$ cat config.mk
export PLATFORM = sky130hd
export DESIGN_NAME = adts_frame_deframer_core
export DESIGN_NICKNAME = d
export VERILOG_FILES = /design/src/rtl/adf_pkg.sv /design/src/rtl/adf_queue.sv /design/src/rtl/adf_front.sv /design/src/rtl/adf_back.sv /design/src/rtl/adts_frame_deframer_core.sv
export VERILOG_INCLUDE_DIRS = /design/src /design/src/rtl
export SDC_FILE = /design/constraint.sdc
export NUM_CORES = 1
export LEC_CHECK = 0
export BUFFER_PORTS_ARGS = -buffer_cell sky130_fd_sc_hd__buf_2
export CAP_MARGIN = 20
export CORE_AREA = 2 2 185 187
export DETAILED_ROUTE_END_ITERATION = 7
export DIE_AREA = 0 0 187 189
export GPL_ROUTABILITY_DRIVEN = 0
export HOLD_SLACK_MARGIN = 0.12
export PLACE_DENSITY = 0.62
export SYNTH_ARGS = -nofsm -noshare
export SYNTH_HDL_FRONTEND = slang
export SYNTH_SLANG_ARGS = --single-unit
$ cat constraint.sdc
create_clock -name clk -period 12.61 [get_ports clk]
set_clock_uncertainty 0.1 [all_clocks]
set_input_delay 0 -clock clk [delete_from_list [all_inputs] [get_ports clk]]
set_output_delay 0 -clock clk [all_outputs]
set_load 0.02 [all_outputs]
$ cat src/rtl/adts_frame_deframer_core_macros.svh
// Assertion macros shared by the ADTS deframer RTL.
// Pulled in by the modules that carry concurrent checks; no other dependencies.
`ifndef ADTS_FRAME_DEFRAMER_CORE_MACROS_SVH
`define ADTS_FRAME_DEFRAMER_CORE_MACROS_SVH

// Same-cycle implication, disabled while reset is high.
`define ADF_CHECK_IMPLY(label, clk, rst, cond, expr) \
  label: assert property (@(posedge clk) disable iff (rst) (cond) |-> (expr)) \
    else $error("%m: implication check failed");

// Next-cycle implication, disabled while reset is high.
`define ADF_CHECK_NEXT(label, clk, rst, cond, expr) \
  label: assert property (@(posedge clk) disable iff (rst) (cond) |=> (expr)) \
    else $error("%m: next-cycle check failed");

`endif

$ cat src/rtl/adf_pkg.sv
// Shared types, constants and the sampling rate table of the ADTS deframer.
// No dependencies; the other RTL module files refer to it by scoped names.
`timescale 1ns / 1ps

package adf_pkg;

  // Result kinds
  localparam logic [1:0] KIND_PAYLOAD = 2'd0;
  localparam logic [1:0] KIND_ABORT   = 2'd1;
  localparam logic [1:0] KIND_EOS     = 2'd2;

  // Header sync and sizes
  localparam logic [7:0]  SYNC_BYTE     = 8'hFF;
  localparam logic [7:0]  SYNC_MASK     = 8'hF0;
  localparam logic [12:0] HDR_SHORT_LEN = 13'd7;
  localparam logic [12:0] HDR_LONG_LEN  = 13'd9;

  // Look-ahead window: seven stored bytes plus the incoming one
  localparam int WIN_DEPTH = 7;
  localparam int WIN_IDX_W = $clog2(WIN_DEPTH);
  localparam logic [WIN_IDX_W-1:0] WIN_FULL = WIN_IDX_W'(WIN_DEPTH);

  // Command queue between front and back
  localparam int QUEUE_DEPTH = 4;
  localparam int QPTR_W      = $clog2(QUEUE_DEPTH);
  localparam int QCNT_W      = $clog2(QUEUE_DEPTH + 1);

  localparam int OUT_TDATA_W = 56;

  // One accepted input byte, classified: up to three results
  typedef struct packed {
    logic        has_pay;
    logic        abort;
    logic        eos;
    logic [7:0]  payload_byte;
    logic        first_of_frame;
    logic        last_of_frame;
    logic [12:0] payload_length;
    logic        info_valid;
    logic [2:0]  object_type;
    logic [3:0]  rate_index;
    logic [2:0]  channel_setup;
  } adf_cmd_t;

  typedef struct packed {
    logic empty;
    logic full;
  } adf_qstat_t;

  typedef struct packed {
    logic [1:0]  kind;
    logic [7:0]  payload_byte;
    logic        first_of_frame;
    logic        last_of_frame;
    logic [12:0] payload_length;
    logic        info_valid;
    logic [2:0]  object_type;
    logic [3:0]  rate_index;
    logic [2:0]  channel_setup;
    logic [16:0] freq_hz;
    logic        run_last;
  } adf_result_t;

  function automatic logic [16:0] rate_of(input logic [3:0] idx);
    logic [16:0] r;
    unique case (idx)
      4'd0:    r = 17'd96000;
      4'd1:    r = 17'd88200;
      4'd2:    r = 17'd64000;
      4'd3:    r = 17'd48000;
      4'd4:    r = 17'd44100;
      4'd5:    r = 17'd32000;
      4'd6:    r = 17'd24000;
      4'd7:    r = 17'd22050;
      4'd8:    r = 17'd16000;
      4'd9:    r = 17'd12000;
      4'd10:   r = 17'd11025;
      4'd11:   r = 17'd8000;
      4'd12:   r = 17'd7350;
      default: r = 17'd0;
    endcase
    return r;
  endfunction

endpackage

$ cat src/rtl/adf_queue.sv
// Short command queue between the deframer front and back.
// Depends on adf_pkg for the command type and depth.
`timescale 1ns / 1ps

module adf_queue (
  input  logic              clk,
  input  logic              rst,
  input  logic              push,
  input  adf_pkg::adf_cmd_t wr_cmd,
  input  logic              pop,
  output adf_pkg::adf_cmd_t head,
  output adf_pkg::adf_qstat_t qstat
);

  adf_pkg::adf_cmd_t mem [adf_pkg::QUEUE_DEPTH];
  logic [adf_pkg::QPTR_W-1:0] wr_ptr;
  logic [adf_pkg::QPTR_W-1:0] rd_ptr;
  logic [adf_pkg::QCNT_W-1:0] count;
  logic do_push;
  logic do_pop;

  assign qstat.full  = (count == adf_pkg::QCNT_W'(adf_pkg::QUEUE_DEPTH));
  assign qstat.empty = (count == '0);
  assign do_push = push && !qstat.full;
  assign do_pop  = pop && !qstat.empty;
  assign head    = mem[rd_ptr];

  always_ff @(posedge clk) begin
    if (do_push) begin
      mem[wr_ptr] <= wr_cmd;
    end
  end

  always_ff @(posedge clk) begin
    if (rst) begin
      wr_ptr <= '0;
      rd_ptr <= '0;
      count  <= '0;
    end else begin
      if (do_push) begin
        wr_ptr <= wr_ptr + 1'b1;
      end
      if (do_pop) begin
        rd_ptr <= rd_ptr + 1'b1;
      end
      if (do_push && !do_pop) begin
        count <= count + 1'b1;
      end else if (do_pop && !do_push) begin
        count <= count - 1'b1;
      end
    end
  end

endmodule

$ cat src/rtl/adf_front.sv
// Front of the deframer: window, sync search, header skip, at most one command per byte.
// Depends on adf_pkg and the shared assertion macros header.
`timescale 1ns / 1ps
`include "adts_frame_deframer_core_macros.svh"

module adf_front (
  input  logic                clk,
  input  logic                rst,
  input  logic                in_valid,
  output logic                in_ready,
  input  logic [7:0]          in_byte,
  input  logic                end_of_buffer,
  input  adf_pkg::adf_qstat_t qstat,
  output logic                push,
  output adf_pkg::adf_cmd_t   cmd
);

  logic [7:0] win [adf_pkg::WIN_DEPTH];
  logic [adf_pkg::WIN_IDX_W-1:0] fill, fill_next;
  logic        in_frame, in_frame_next;
  logic        hdr_skip, hdr_skip_next;
  logic [12:0] payload_left, payload_left_next;
  logic        seen, seen_next;
  logic        first_pending, first_pending_next;
  logic [1:0]  held_profile, held_profile_next;
  logic [3:0]  held_idx, held_idx_next;
  logic [2:0]  held_ch, held_ch_next;

  logic        accept;
  logic        win_write, win_shift;
  logic [12:0] frame_len, body_len;
  logic        sync_ok, short_hdr, frame_ok;
  logic [1:0]  win_profile;
  logic [3:0]  win_idx;
  logic [2:0]  win_ch;

  assign in_ready = !qstat.full;
  assign accept   = in_valid && in_ready;

  // Judge the oldest byte: window bytes 0..5 carry sync and length
  assign frame_len   = {win[3][1:0], win[4], win[5][7:5]};
  assign sync_ok     = (win[0] == adf_pkg::SYNC_BYTE) &&
                       ((win[1] & adf_pkg::SYNC_MASK) == adf_pkg::SYNC_MASK);
  assign short_hdr   = win[1][0];
  assign frame_ok    = sync_ok && (short_hdr ? (frame_len > adf_pkg::HDR_SHORT_LEN)
                                             : (frame_len > adf_pkg::HDR_LONG_LEN));
  assign body_len    = frame_len - (short_hdr ? adf_pkg::HDR_SHORT_LEN
                                              : adf_pkg::HDR_LONG_LEN);
  assign win_profile = win[2][7:6];
  assign win_idx     = win[2][5:2];
  assign win_ch      = {win[2][0], win[3][7:6]};

  always_comb begin
    fill_next          = fill;
    in_frame_next      = in_frame;
    hdr_skip_next      = hdr_skip;
    payload_left_next  = payload_left;
    seen_next          = seen;
    first_pending_next = first_pending;
    held_profile_next  = held_profile;
    held_idx_next      = held_idx;
    held_ch_next       = held_ch;
    win_write          = 1'b0;
    win_shift          = 1'b0;
    cmd                = '0;

    if (in_frame) begin
      // Window is empty while a frame is open: the byte passes straight through
      if (hdr_skip) begin
        hdr_skip_next = 1'b0;
      end else begin
        cmd.has_pay       = 1'b1;
        cmd.payload_byte  = in_byte;
        payload_left_next = payload_left - 1'b1;
        if (first_pending) begin
          cmd.first_of_frame = 1'b1;
          cmd.payload_length = payload_left;
          first_pending_next = 1'b0;
          if (!seen) begin
            cmd.info_valid    = 1'b1;
            cmd.object_type   = {1'b0, held_profile} + 3'd1;
            cmd.rate_index    = held_idx;
            cmd.channel_setup = held_ch;
            seen_next         = 1'b1;
          end
        end
        if (payload_left == 13'd1) begin
          cmd.last_of_frame = 1'b1;
          in_frame_next     = 1'b0;
        end
      end
    end else if (fill == adf_pkg::WIN_FULL) begin
      if (!frame_ok) begin
        win_shift = 1'b1;
      end else begin
        // Frame found: the whole window is header except possibly the new byte
        fill_next         = '0;
        held_profile_next = win_profile;
        held_idx_next     = win_idx;
        held_ch_next      = win_ch;
        if (short_hdr) begin
          cmd.has_pay        = 1'b1;
          cmd.payload_byte   = in_byte;
          cmd.first_of_frame = 1'b1;
          cmd.payload_length = body_len;
          payload_left_next  = body_len - 1'b1;
          first_pending_next = 1'b0;
          if (!seen) begin
            cmd.info_valid    = 1'b1;
            cmd.object_type   = {1'b0, win_profile} + 3'd1;
            cmd.rate_index    = win_idx;
            cmd.channel_setup = win_ch;
            seen_next         = 1'b1;
          end
          if (body_len == 13'd1) begin
            cmd.last_of_frame = 1'b1;
          end else begin
            in_frame_next = 1'b1;
          end
        end else begin
          in_frame_next      = 1'b1;
          hdr_skip_next      = 1'b1;
          payload_left_next  = body_len;
          first_pending_next = 1'b1;
        end
      end
    end else begin
      win_write = 1'b1;
      fill_next = fill + 1'b1;
    end

    if (end_of_buffer) begin
      cmd.abort          = in_frame_next;
      cmd.eos            = 1'b1;
      fill_next          = '0;
      in_frame_next      = 1'b0;
      hdr_skip_next      = 1'b0;
      payload_left_next  = '0;
      seen_next          = 1'b0;
      first_pending_next = 1'b0;
    end
  end

  assign push = accept && (cmd.has_pay || end_of_buffer);

  always_ff @(posedge clk) begin
    if (accept && win_write) begin
      win[fill] <= in_byte;
    end else if (accept && win_shift) begin
      for (int i = 0; i < adf_pkg::WIN_DEPTH - 1; i++) begin
        win[i] <= win[i+1];
      end
      win[adf_pkg::WIN_DEPTH-1] <= in_byte;
    end
    if (accept) begin
      held_profile <= held_profile_next;
      held_idx     <= held_idx_next;
      held_ch      <= held_ch_next;
    end
  end

  always_ff @(posedge clk) begin
    if (rst) begin
      fill          <= '0;
      in_frame      <= 1'b0;
      hdr_skip      <= 1'b0;
      payload_left  <= '0;
      seen          <= 1'b0;
      first_pending <= 1'b0;
    end else if (accept) begin
      fill          <= fill_next;
      in_frame      <= in_frame_next;
      hdr_skip      <= hdr_skip_next;
      payload_left  <= payload_left_next;
      seen          <= seen_next;
      first_pending <= first_pending_next;
    end
  end

  `ADF_CHECK_IMPLY(a_frame_window_empty, clk, rst, in_frame, fill == '0)
  `ADF_CHECK_IMPLY(a_skip_before_first, clk, rst, hdr_skip, in_frame && first_pending)

endmodule

$ cat src/rtl/adf_back.sv
// Back of the deframer: expands queued commands into result beats.
// Depends on adf_pkg and the shared assertion macros header.
`timescale 1ns / 1ps
`include "adts_frame_deframer_core_macros.svh"

module adf_back (
  input  logic                 clk,
  input  logic                 rst,
  input  adf_pkg::adf_cmd_t    head,
  input  adf_pkg::adf_qstat_t  qstat,
  output logic                 pop,
  output logic                 out_valid,
  input  logic                 out_ready,
  output adf_pkg::adf_result_t res
);

  logic pay_done;
  logic abort_done;
  logic head_valid;
  logic load;
  logic pend_pay;
  logic pend_abort;
  logic step_last;
  adf_pkg::adf_result_t nxt;

  assign head_valid = !qstat.empty;
  assign load       = head_valid && (!out_valid || out_ready);
  assign pend_pay   = head.has_pay && !pay_done;
  assign pend_abort = head.abort && !abort_done;
  assign pop        = load && step_last;

  // Order within one command: payload byte, abort, end of stream
  always_comb begin
    nxt       = '0;
    step_last = 1'b1;
    if (pend_pay) begin
      nxt.kind           = adf_pkg::KIND_PAYLOAD;
      nxt.payload_byte   = head.payload_byte;
      nxt.first_of_frame = head.first_of_frame;
      nxt.last_of_frame  = head.last_of_frame;
      nxt.payload_length = head.payload_length;
      nxt.info_valid     = head.info_valid;
      nxt.object_type    = head.object_type;
      nxt.rate_index     = head.rate_index;
      nxt.channel_setup  = head.channel_setup;
      nxt.freq_hz        = head.info_valid ? adf_pkg::rate_of(head.rate_index) : '0;
      nxt.run_last       = !head.eos;
      step_last          = !head.eos;
    end else if (pend_abort) begin
      nxt.kind  = adf_pkg::KIND_ABORT;
      step_last = 1'b0;
    end else begin
      nxt.kind     = adf_pkg::KIND_EOS;
      nxt.run_last = 1'b1;
    end
  end

  always_ff @(posedge clk) begin
    if (load) begin
      res <= nxt;
    end
  end

  always_ff @(posedge clk) begin
    if (rst) begin
      out_valid  <= 1'b0;
      pay_done   <= 1'b0;
      abort_done <= 1'b0;
    end else begin
      if (load) begin
        out_valid <= 1'b1;
        if (step_last) begin
          pay_done   <= 1'b0;
          abort_done <= 1'b0;
        end else if (pend_pay) begin
          pay_done <= 1'b1;
        end else begin
          abort_done <= 1'b1;
        end
      end else if (out_ready) begin
        out_valid <= 1'b0;
      end
    end
  end

  `ADF_CHECK_NEXT(a_abort_then_eos, clk, rst, out_valid && out_ready && res.kind == adf_pkg::KIND_ABORT, out_valid && res.kind == adf_pkg::KIND_EOS)
  `ADF_CHECK_IMPLY(a_done_matches_head, clk, rst, head_valid && (pay_done || abort_done), (!pay_done || head.has_pay) && (!abort_done || head.abort))

endmodule

$ cat src/rtl/adts_frame_deframer_core.sv
// Top level of the ADTS deframer: byte stream in, payload/abort/end-of-stream beats out.
// Depends on adf_pkg, adf_front, adf_queue and adf_back.
//
//   channel | dir | payload                                        | notes
//   s_axis  | in  | tdata: in_byte; tlast: end_of_buffer           | one byte per beat
//   m_axis  | out | tdata: fields below; tuser: kind; tlast: last  | one result per beat
//
// Cycles: the front takes one byte per clock while the queue is not full and
// classifies it in that same cycle; a byte yields zero, one, two or three result
// beats. The back sends one beat per clock while m_axis_tready is high, and the
// four-entry command queue absorbs the extra beats while the front keeps accepting.
// Reset: synchronous, active high; clears window fill, frame state and the queue.
// Stalls: s_axis_tready drops only when the queue is full; m_axis_tdata holds
// while m_axis_tvalid is high and m_axis_tready is low.
`timescale 1ns / 1ps

module adts_frame_deframer_core (
  input  logic        clk,
  input  logic        rst,
  input  logic        s_axis_tvalid,
  output logic        s_axis_tready,
  input  logic [7:0]  s_axis_tdata,   // [7:0] in_byte
  input  logic        s_axis_tlast,   // end_of_buffer
  output logic        m_axis_tvalid,
  input  logic        m_axis_tready,
  // [7:0] payload_byte, [8] first_of_frame, [21:9] payload_length,
  // [22] info_valid, [25:23] object_type, [29:26] rate_index,
  // [32:30] channel_setup, [49:33] freq_hz, [50] run_last, [55:51] zero
  output logic [adf_pkg::OUT_TDATA_W-1:0] m_axis_tdata,
  output logic [1:0]  m_axis_tuser,   // [1:0] kind
  output logic        m_axis_tlast    // last_of_frame
);

  adf_pkg::adf_cmd_t    push_cmd;
  adf_pkg::adf_cmd_t    head_cmd;
  adf_pkg::adf_qstat_t  qstat;
  adf_pkg::adf_result_t res;
  logic                 push;
  logic                 pop;

  // Front: hold the look-ahead window, hunt for sync, drop header bytes
  adf_front u_front (
    .clk           (clk),
    .rst           (rst),
    .in_valid      (s_axis_tvalid),
    .in_ready      (s_axis_tready),
    .in_byte       (s_axis_tdata),
    .end_of_buffer (s_axis_tlast),
    .qstat         (qstat),
    .push          (push),
    .cmd           (push_cmd)
  );

  // Queue: decouple classification from beat generation
  adf_queue u_queue (
    .clk    (clk),
    .rst    (rst),
    .push   (push),
    .wr_cmd (push_cmd),
    .pop    (pop),
    .head   (head_cmd),
    .qstat  (qstat)
  );

  // Back: expand each command into beats and drive the output register
  adf_back u_back (
    .clk       (clk),
    .rst       (rst),
    .head      (head_cmd),
    .qstat     (qstat),
    .pop       (pop),
    .out_valid (m_axis_tvalid),
    .out_ready (m_axis_tready),
    .res       (res)
  );

  // Pack result fields, lowest field first, zero fill to whole bytes
  assign m_axis_tdata = {5'b0, res.run_last, res.freq_hz, res.channel_setup,
                         res.rate_index, res.object_type, res.info_valid,
                         res.payload_length, res.first_of_frame, res.payload_byte};
  assign m_axis_tuser = res.kind;
  assign m_axis_tlast = res.last_of_frame;

endmodule
### Word-level counts from Yosys, hierarchy flattened

Memory sizes are Yosys's and may differ from the RTL's. A register that Yosys moved wholly into a read port is not among the register bits.
Cells that the tools add are included.

| storage, ports and cells | value |
|---|---|
| bits in registers | 76 |
| RAM bits | 204 |
| bits in read-only memories | 272 |
| output and inout port bits | 61 |
| memories kept | 3 |

Memories:

| name | words | width | read ports | clocked after Yosys merged registers in | wr ports | RTL line | RTL |
|---|---|---|---|---|---|---|---|
| (name not given) | 16 | 17 | 1 | 1 | 0 | adf_pkg.sv:66 | `unique case (idx)` |
| u_queue.mem | 4 | 37 | 1 | 1 | 1 | adf_queue.sv:15 | `adf_pkg::adf_cmd_t mem [adf_pkg::QUEUE_DEPTH];` |
| u_front.win | 7 | 8 | 7 | 0 | 7 | adf_front.sv:18 | `logic [7:0] win [adf_pkg::WIN_DEPTH];` |

| operators by class | value |
|---|---|
| add/subtract/negate cells | 10 |
| magnitude comparators | 2 |
| equal/unequal tests | 12 |
| muxes and demuxes | 83 |
| bitwise operators | 1 |
| reductions and logical operators | 41 |

Operator list:

| operator | number |
|---|---|
| two-way mux 34 bit | 5 |
| two-way mux 13 bit | 6 |
| two-way mux 1 bit | 56 |
| == test 13 x 1 -> 1 bit (second input constant) | 2 |
| subtractor 13 x 1 -> 13 bit (second input constant) | 2 |
| two-way mux 24 bit | 1 |
| two-way mux 11 bit | 2 |
| two-way mux 3 bit | 7 |
| logical AND 1 bit | 14 |
| greater-than comparator 13 x 3 -> 1 bit (second input constant) | 1 |
| greater-than comparator 13 x 4 -> 1 bit (second input constant) | 1 |
| subtractor 13 bit | 1 |
| AND reduction 4 bit | 3 |
| logical NOT 1 bit | 9 |
| nonzero test 3 bit | 3 |
| == test 8 bit (second input constant) | 1 |
| two-way mux 2 bit | 4 |
| two-way mux 8 bit | 1 |
| OR reduction 8 bit | 1 |
| adder 2 x 1 -> 3 bit (second input constant) | 2 |
| adder 3 x 1 -> 3 bit (second input constant) | 2 |
| == test 3 bit (second input constant) | 2 |
| inequality test 3 x 2 -> 1 bit (second input constant) | 2 |
| inequality test 3 bit (second input constant) | 2 |
| other kinds (12) | 19 |

### Logic depth before layout (Yosys ltp)

An unclocked memory read counts as a cell.

| depth | value |
|---|---|
| depth in word-level cells | 14 |
| depth in mapped cells | 13 |
| mapped depth without buffers | 13 |

### Modules after synthesis

A second synthesis with hierarchy kept.

| unflattened totals | value |
|---|---|
| cells, all modules | 923 |
| area total of the unflattened synthesis | 13326.5 µm² |

By module, submodules not included:

| module | instances | cells each | area an instance (µm²) |
|---|---|---|---|
| adf_queue | 1 | 241 | 5844.4 |
| adf_front | 1 | 500 | 4989.8 |
| adf_back | 1 | 176 | 2451.1 |
| adts_frame_deframer_core | 1 | 6 | 41.3 |

### Least setup slack after synthesis

OpenSTA, ideal clock, no wires.

| timing | value |
|---|---|
| path type | reg-to-reg |
| from | register u_queue.count[0] (netlist name) |
| to | register u_queue.count[2] (netlist name) |
| setup time | 0.071 ns |
| data arrival time | 4.715 ns |
| data required time | 12.439 ns |
| slack | 7.724 ns |
| cell stages (with the launch flop) | 11 |
| buffers on the path | 0 |
| period minus slack after synthesis | 4.886 ns |
| cell sequence | dfxtp_1 -> nor3_1 -> a21oi_1 -> nand2b_1 -> or2_1 -> ha_1 -> inv_1 -> fa_1 -> xor2_1 -> or3_1 -> a21oi_1 |

| between the ends | value |
|---|---|
| longest elaborated chain between the ends | 8 |
| elaborated cells between the ends (all ways) | 19 |
| those cells by class | add/sub (2); eq/ne (1); mux (2); reduce/logical (14) |

RTL lines:

| item | RTL line | RTL |
|---|---|---|
| start: declaration | adf_queue.sv:18 | `logic [adf_pkg::QCNT_W-1:0] count;` |
| start signal: assignment | adf_queue.sv:47 | `count <= count + 1'b1;` |
| start signal: assignment | adf_queue.sv:49 | `count <= count - 1'b1;` |
| logical NOT 3 bit * | adf_queue.sv:23 | `assign qstat.empty = (count == '0);` |
| logical NOT 1 bit * | adf_back.sv:26 | `assign head_valid = !qstat.empty;` |
| logical AND 1 bit * | adf_back.sv:27 | `assign load = head_valid && (!out_valid \|\| out_ready);` |
| named net u_back.load | adf_back.sv:20 | `logic load;` |
| logical AND 1 bit * | adf_back.sv:30 | `assign pop = load && step_last;` |
| logical AND 1 bit * | adf_queue.sv:25 | `assign do_pop = pop && !qstat.empty;` |
| logical NOT 1 bit | adf_queue.sv:46 | `if (do_push && !do_pop) begin` |
| logical AND 1 bit | adf_queue.sv:46 |  |
| two-way mux 3 bit / nonzero test 2 bit (equally long branches) | -- |  |

The timed path passes the listed nets; every way through them passes the cells marked *. The select of a mux whose other input is x is not followed.
A chain may end at the register's enable or synchronous reset.

==> impl_summary.txt <==
----------------------------------------------------
[Global route]
  Via count of the first global-routing pass ... 7434
  Total GRT Usage ... 0.149
  Global route total overflow ... 0
  Initial antenna violation count ... 0
  Maximum number of pins on one net before global-route repair ... 58
  Wire length of the first global-routing pass ... 41.9 mm

[Routing]
  Routed via count divided by cell count ... 5.24
  Total length of routed wires ... 26.7 mm
  Remaining number of nets flagged by the antenna check after routing ... 0
  Routed wirelength normalized by instance count ... 18.2 µm
  Drt first-iter violations ... 656
  Residual DRC count ... 0
  Total via count after detailed routing ... 7688
  Detailed-routing iteration count for the pre-antenna-repair pass ... 5

[Run]
  Number of max-cap violations ... 0

[Clock network]
  Number of buffers created by CTS ... 30
  Setup bufs post-CTS ... 0
  Clock tree buffer depth ... 3
  Post-CTS clock slew at the launch and capture registers of the worst setup and hold paths ... 60 ps
  Count of H-tree levels built during CTS ... 1
  CTS tree ... yes
  CTS root buffer ... sky130_fd_sc_hd__clkbuf_16
  Clock Latency Late Sink ... 560 ps
  Number of clock sinks seen by CTS ... 299

[Worst hold path]
  Min-delay worst type ... in2reg

[Die]
  Initial standard-cell utilization of the core ... 0.394
  Site Rows ... 67
  Area inside the core boundary ... 33300 µm²
  Die W ... 187 µm
  Total die area ... 35300 µm²
  Number of primary I/O pins ... 74
  Y dimension of the die ... 189 µm

[Power and ir drop]
  Overall power consumption ... 2.80 mW
  Worst voltage drop across the vdd grid ... 0.103 mV
  Power density of the placed cells ... 187 nW/µm²
  Leakage power ... 5.43 nW

[Worst setup path]
  Type of the worst setup path ... reg2reg
  Maximum single-stage delay on the critical path ... 510 ps
  CP Max Fanout ... 16
  Worst Setup End Kind ... flop
  Crit-path cells ... nand4_1, nor3_1, o311a_4, nand2_1, a21oi_2, ha_1, inv_1, fa_1, xor2_1, or3_1, a21oi_1
  Startpoint Class ... flop
  Cell family with the largest share of critical-path delay ... simple AND/OR/NAND/NOR gates
  Critical path startpoint ... u_front.win[1][4]
  Worst reg2reg path endpoint ... u_queue.count[2]
  R2R depth ... 11
  Slowest-stage cell, CP ... sky130_fd_sc_hd__nor3_1
  Arrival time of data at the critical path endpoint ... 4160 ps
  Worst R2R Start ... u_front.win[1][4]
  Buffering stage count on the worst path with inverters included ... 1
  Worst reg-to-reg setup slack ... 8830 ps
  Number of gates on the worst path with buffers counted ... 11
  Critical Path End ... u_queue.count[2]
  Worst EP required ... 12980 ps

[Synth]
  Flop and latch count out of synthesis ... 299
  Synthesized area per cell ... 14.3 µm²
  Dominant synthesized flop cell ... sky130_fd_sc_hd__edfxtp_1
  Number of distinct library cell variants in the gate-level netlist after synthesis ... 78
  Synth warnings ... 0
  Post-synth EDFFs ... 267
  Share of synthesized flip-flops with an asynchronous set or reset ... 0
  Cell count after synthesis ... 920
  Post-synthesis sequential area ratio ... 0.660
  Mapped Area ... 13100 µm²

[STA]
  Unrepaired setup endpoints after global routing ... false
  Actual slew at the worst max-slew pin ... 1100 ps
  Total Negative Setup Slacks ... 0 ps
  Final Hold Vio Count ... 0
  Number of max-slew violations in the final report ... 0
  Max Clock Freq ... 0.264 GHz
  Period Utilization, post-route ... 0.300
  Final critical path time including I/O delays and setup ... 3780 ps
  Slew headroom ... 0.265
  Count of endpoints failing setup in the final report ... 0

[Cells and area]
  Share of cells above drive strength 1 ... 0.180
  Final standard cell utilization of the core ... 0.451
  Nets@finish ... 1032
  Area Overhead vs Synth ... 14.4%
  Fin cells ... 1466

[Placement]
  # placed instances ... 1390
  I/O Buffers ... 68
  Detailed Place HPWL ... 17.5 mm

[Outcome]
  Result of the run ... complete, no violations

----------------------------------------------------
## synthesized netlist by cell type, types with 3 or more instances
master                     instances  area share
sky130_fd_sc_hd__a211oi_1          3      0.0017
sky130_fd_sc_hd__a21o_1           51       0.029
sky130_fd_sc_hd__a21oi_1          36       0.014
sky130_fd_sc_hd__a221oi_1          4      0.0027
sky130_fd_sc_hd__a22oi_1          12      0.0069
sky130_fd_sc_hd__a31oi_1           5      0.0024
sky130_fd_sc_hd__and2_1           18      0.0086
sky130_fd_sc_hd__and3_1           34       0.016
sky130_fd_sc_hd__and4_1            3      0.0020
sky130_fd_sc_hd__buf_2            13      0.0050
sky130_fd_sc_hd__buf_4             6      0.0034
sky130_fd_sc_hd__clkbuf_1         39       0.011
sky130_fd_sc_hd__dfxtp_1          32       0.049
sky130_fd_sc_hd__edfxtp_1        267        0.61
sky130_fd_sc_hd__ha_1             23       0.022
sky130_fd_sc_hd__inv_1            19      0.0054
sky130_fd_sc_hd__mux2_2            3      0.0026
sky130_fd_sc_hd__mux2i_1           8      0.0061
sky130_fd_sc_hd__mux4_2           35       0.060
sky130_fd_sc_hd__nand2_1          57       0.016
sky130_fd_sc_hd__nand2b_1          4      0.0019
sky130_fd_sc_hd__nand3_1          10      0.0038
sky130_fd_sc_hd__nand4_1           5      0.0024
sky130_fd_sc_hd__nand4b_1          3      0.0020
sky130_fd_sc_hd__nor2_1           62       0.018
sky130_fd_sc_hd__nor2b_1          15      0.0072
sky130_fd_sc_hd__nor3_1           12      0.0046
sky130_fd_sc_hd__nor4_1            5      0.0024
sky130_fd_sc_hd__o211ai_1          3      0.0017
sky130_fd_sc_hd__o21a_1            3      0.0017
sky130_fd_sc_hd__o21ai_0          34       0.013
sky130_fd_sc_hd__o221ai_1          3      0.0020
sky130_fd_sc_hd__or2_2             3      0.0014
sky130_fd_sc_hd__or3_1             9      0.0043
sky130_fd_sc_hd__xnor2_1          16       0.011
sky130_fd_sc_hd__xor2_1           13      0.0087
## how the worst min path moves through the flow
stage | start | to | slack, ps | cells past startpoint
floorplan | s_axis_tlast | u_queue.mem[0][34] | -1 | 0
global placement | s_axis_tdata[2] | u_front.win[6][2] | 130 | 1
detailed placement | s_axis_tdata[4] | u_front.win[6][4] | 130 | 1
CTS | s_axis_tdata[7] | u_front.win[6][7] | 140 | 2
global route | s_axis_tdata[7] | u_front.win[6][7] | 140 | 2
finish | s_axis_tdata[7] | u_front.win[6][7] | 150 | 2
## repair_timing
| item | in CTS | in global routing |
|---|---|---|
| gates resized for setup | 0 | 0 |
| hold endpoints to repair | 126 | 0 |
| hold buffers | 20 | 0 |
## cell families (layout without fill, tap and decap cells)
family | after synthesis | in the layout | share of synthesized area
flip-flops | 299 | 299 | 0.660
AND/OR/NAND/NOR | 256 | 256 | 0.102
AO/OA/AOI/OAI | 183 | 183 | 0.0974
buffers and inverters | 80 | 173 | 0.0264
multiplexers | 46 | 46 | 0.0688
XOR/XNOR | 30 | 30 | 0.0206
adder cells (fa/ha/maj) | 25 | 25 | 0.0250
other | 1 | 6 | 0.000286
## through the flow
stage	area (µm²)	worst slack, ps	hold slack [ps]
2_1_floorplan	13100	7720	-1.13
3_3_place_gp	13900	8960	127
3_5_place_dp	13900	8860	133
4_1_cts	15000	8850	139
5_1_grt	15000	8540	140
6_report	15000	8830	146
## worst reg2reg max path: stages, from the launching register on
cell and delay, ps:
sky130_fd_sc_hd__edfxtp_1 360, sky130_fd_sc_hd__nand4_1 110, sky130_fd_sc_hd__nor3_1 510, sky130_fd_sc_hd__o311a_4 370, sky130_fd_sc_hd__nand2_1 350, sky130_fd_sc_hd__a21oi_2 480
sky130_fd_sc_hd__ha_1 260, sky130_fd_sc_hd__inv_1 70, sky130_fd_sc_hd__fa_1 430, sky130_fd_sc_hd__xor2_1 170, sky130_fd_sc_hd__or3_1 330, sky130_fd_sc_hd__a21oi_1 160
## final cells by class
cell class	instances	area (µm²)
fill	2967	18300
sequential	299	8660
multi-input combinational	545	4150
clock buffer	35	769
timing repair buffer	99	621
tap	448	561
clock inverter	20	179
inverter	19	71.3
antenna	1	2.50
## power by group
group / total (mW) / leakage, nW / switching, mW / internal (mW)
Clock: 0.848 / 0.463 / 0.368 / 0.480
Combinational: 0.669 / 2.26 / 0.426 / 0.243
Sequential: 1.29 / 2.71 / 0.0366 / 1.25
## metal layers
layer	wire (µm)	track usage
met4	520	0.0397
met3	1240	0.0202
met2	12600	0.243
met5	0	0
met1	12300	0.212
## flip-flops by register name, indices dropped and copies added, names as in the netlist, 3 cells and up, named ones only
name                  count
u_back.res               54
u_queue.count             3
u_front.held_idx          4
u_front.fill              3
u_front.win              56
u_queue.mem             148
u_front.payload_left     13
u_front.held_ch           3
## placed cells by master (no fill, tap or decap), types with 18 or more instances in the layout
cell,synthesis,routed
sky130_fd_sc_hd__dlygate4sd3_1,0,20
sky130_fd_sc_hd__buf_2,13,69
sky130_fd_sc_hd__a21oi_1,36,35
sky130_fd_sc_hd__and2_1,18,18
sky130_fd_sc_hd__nor2_1,62,61
sky130_fd_sc_hd__o21ai_0,34,34
sky130_fd_sc_hd__edfxtp_1,267,267
sky130_fd_sc_hd__clkbuf_16,0,30
sky130_fd_sc_hd__dfxtp_1,32,30
sky130_fd_sc_hd__and3_1,34,34
sky130_fd_sc_hd__inv_1,19,19
sky130_fd_sc_hd__a21o_1,51,51
sky130_fd_sc_hd__ha_1,23,23
sky130_fd_sc_hd__nand2_1,57,57
sky130_fd_sc_hd__mux4_2,35,35
Power figures use the tool's default switching activity.
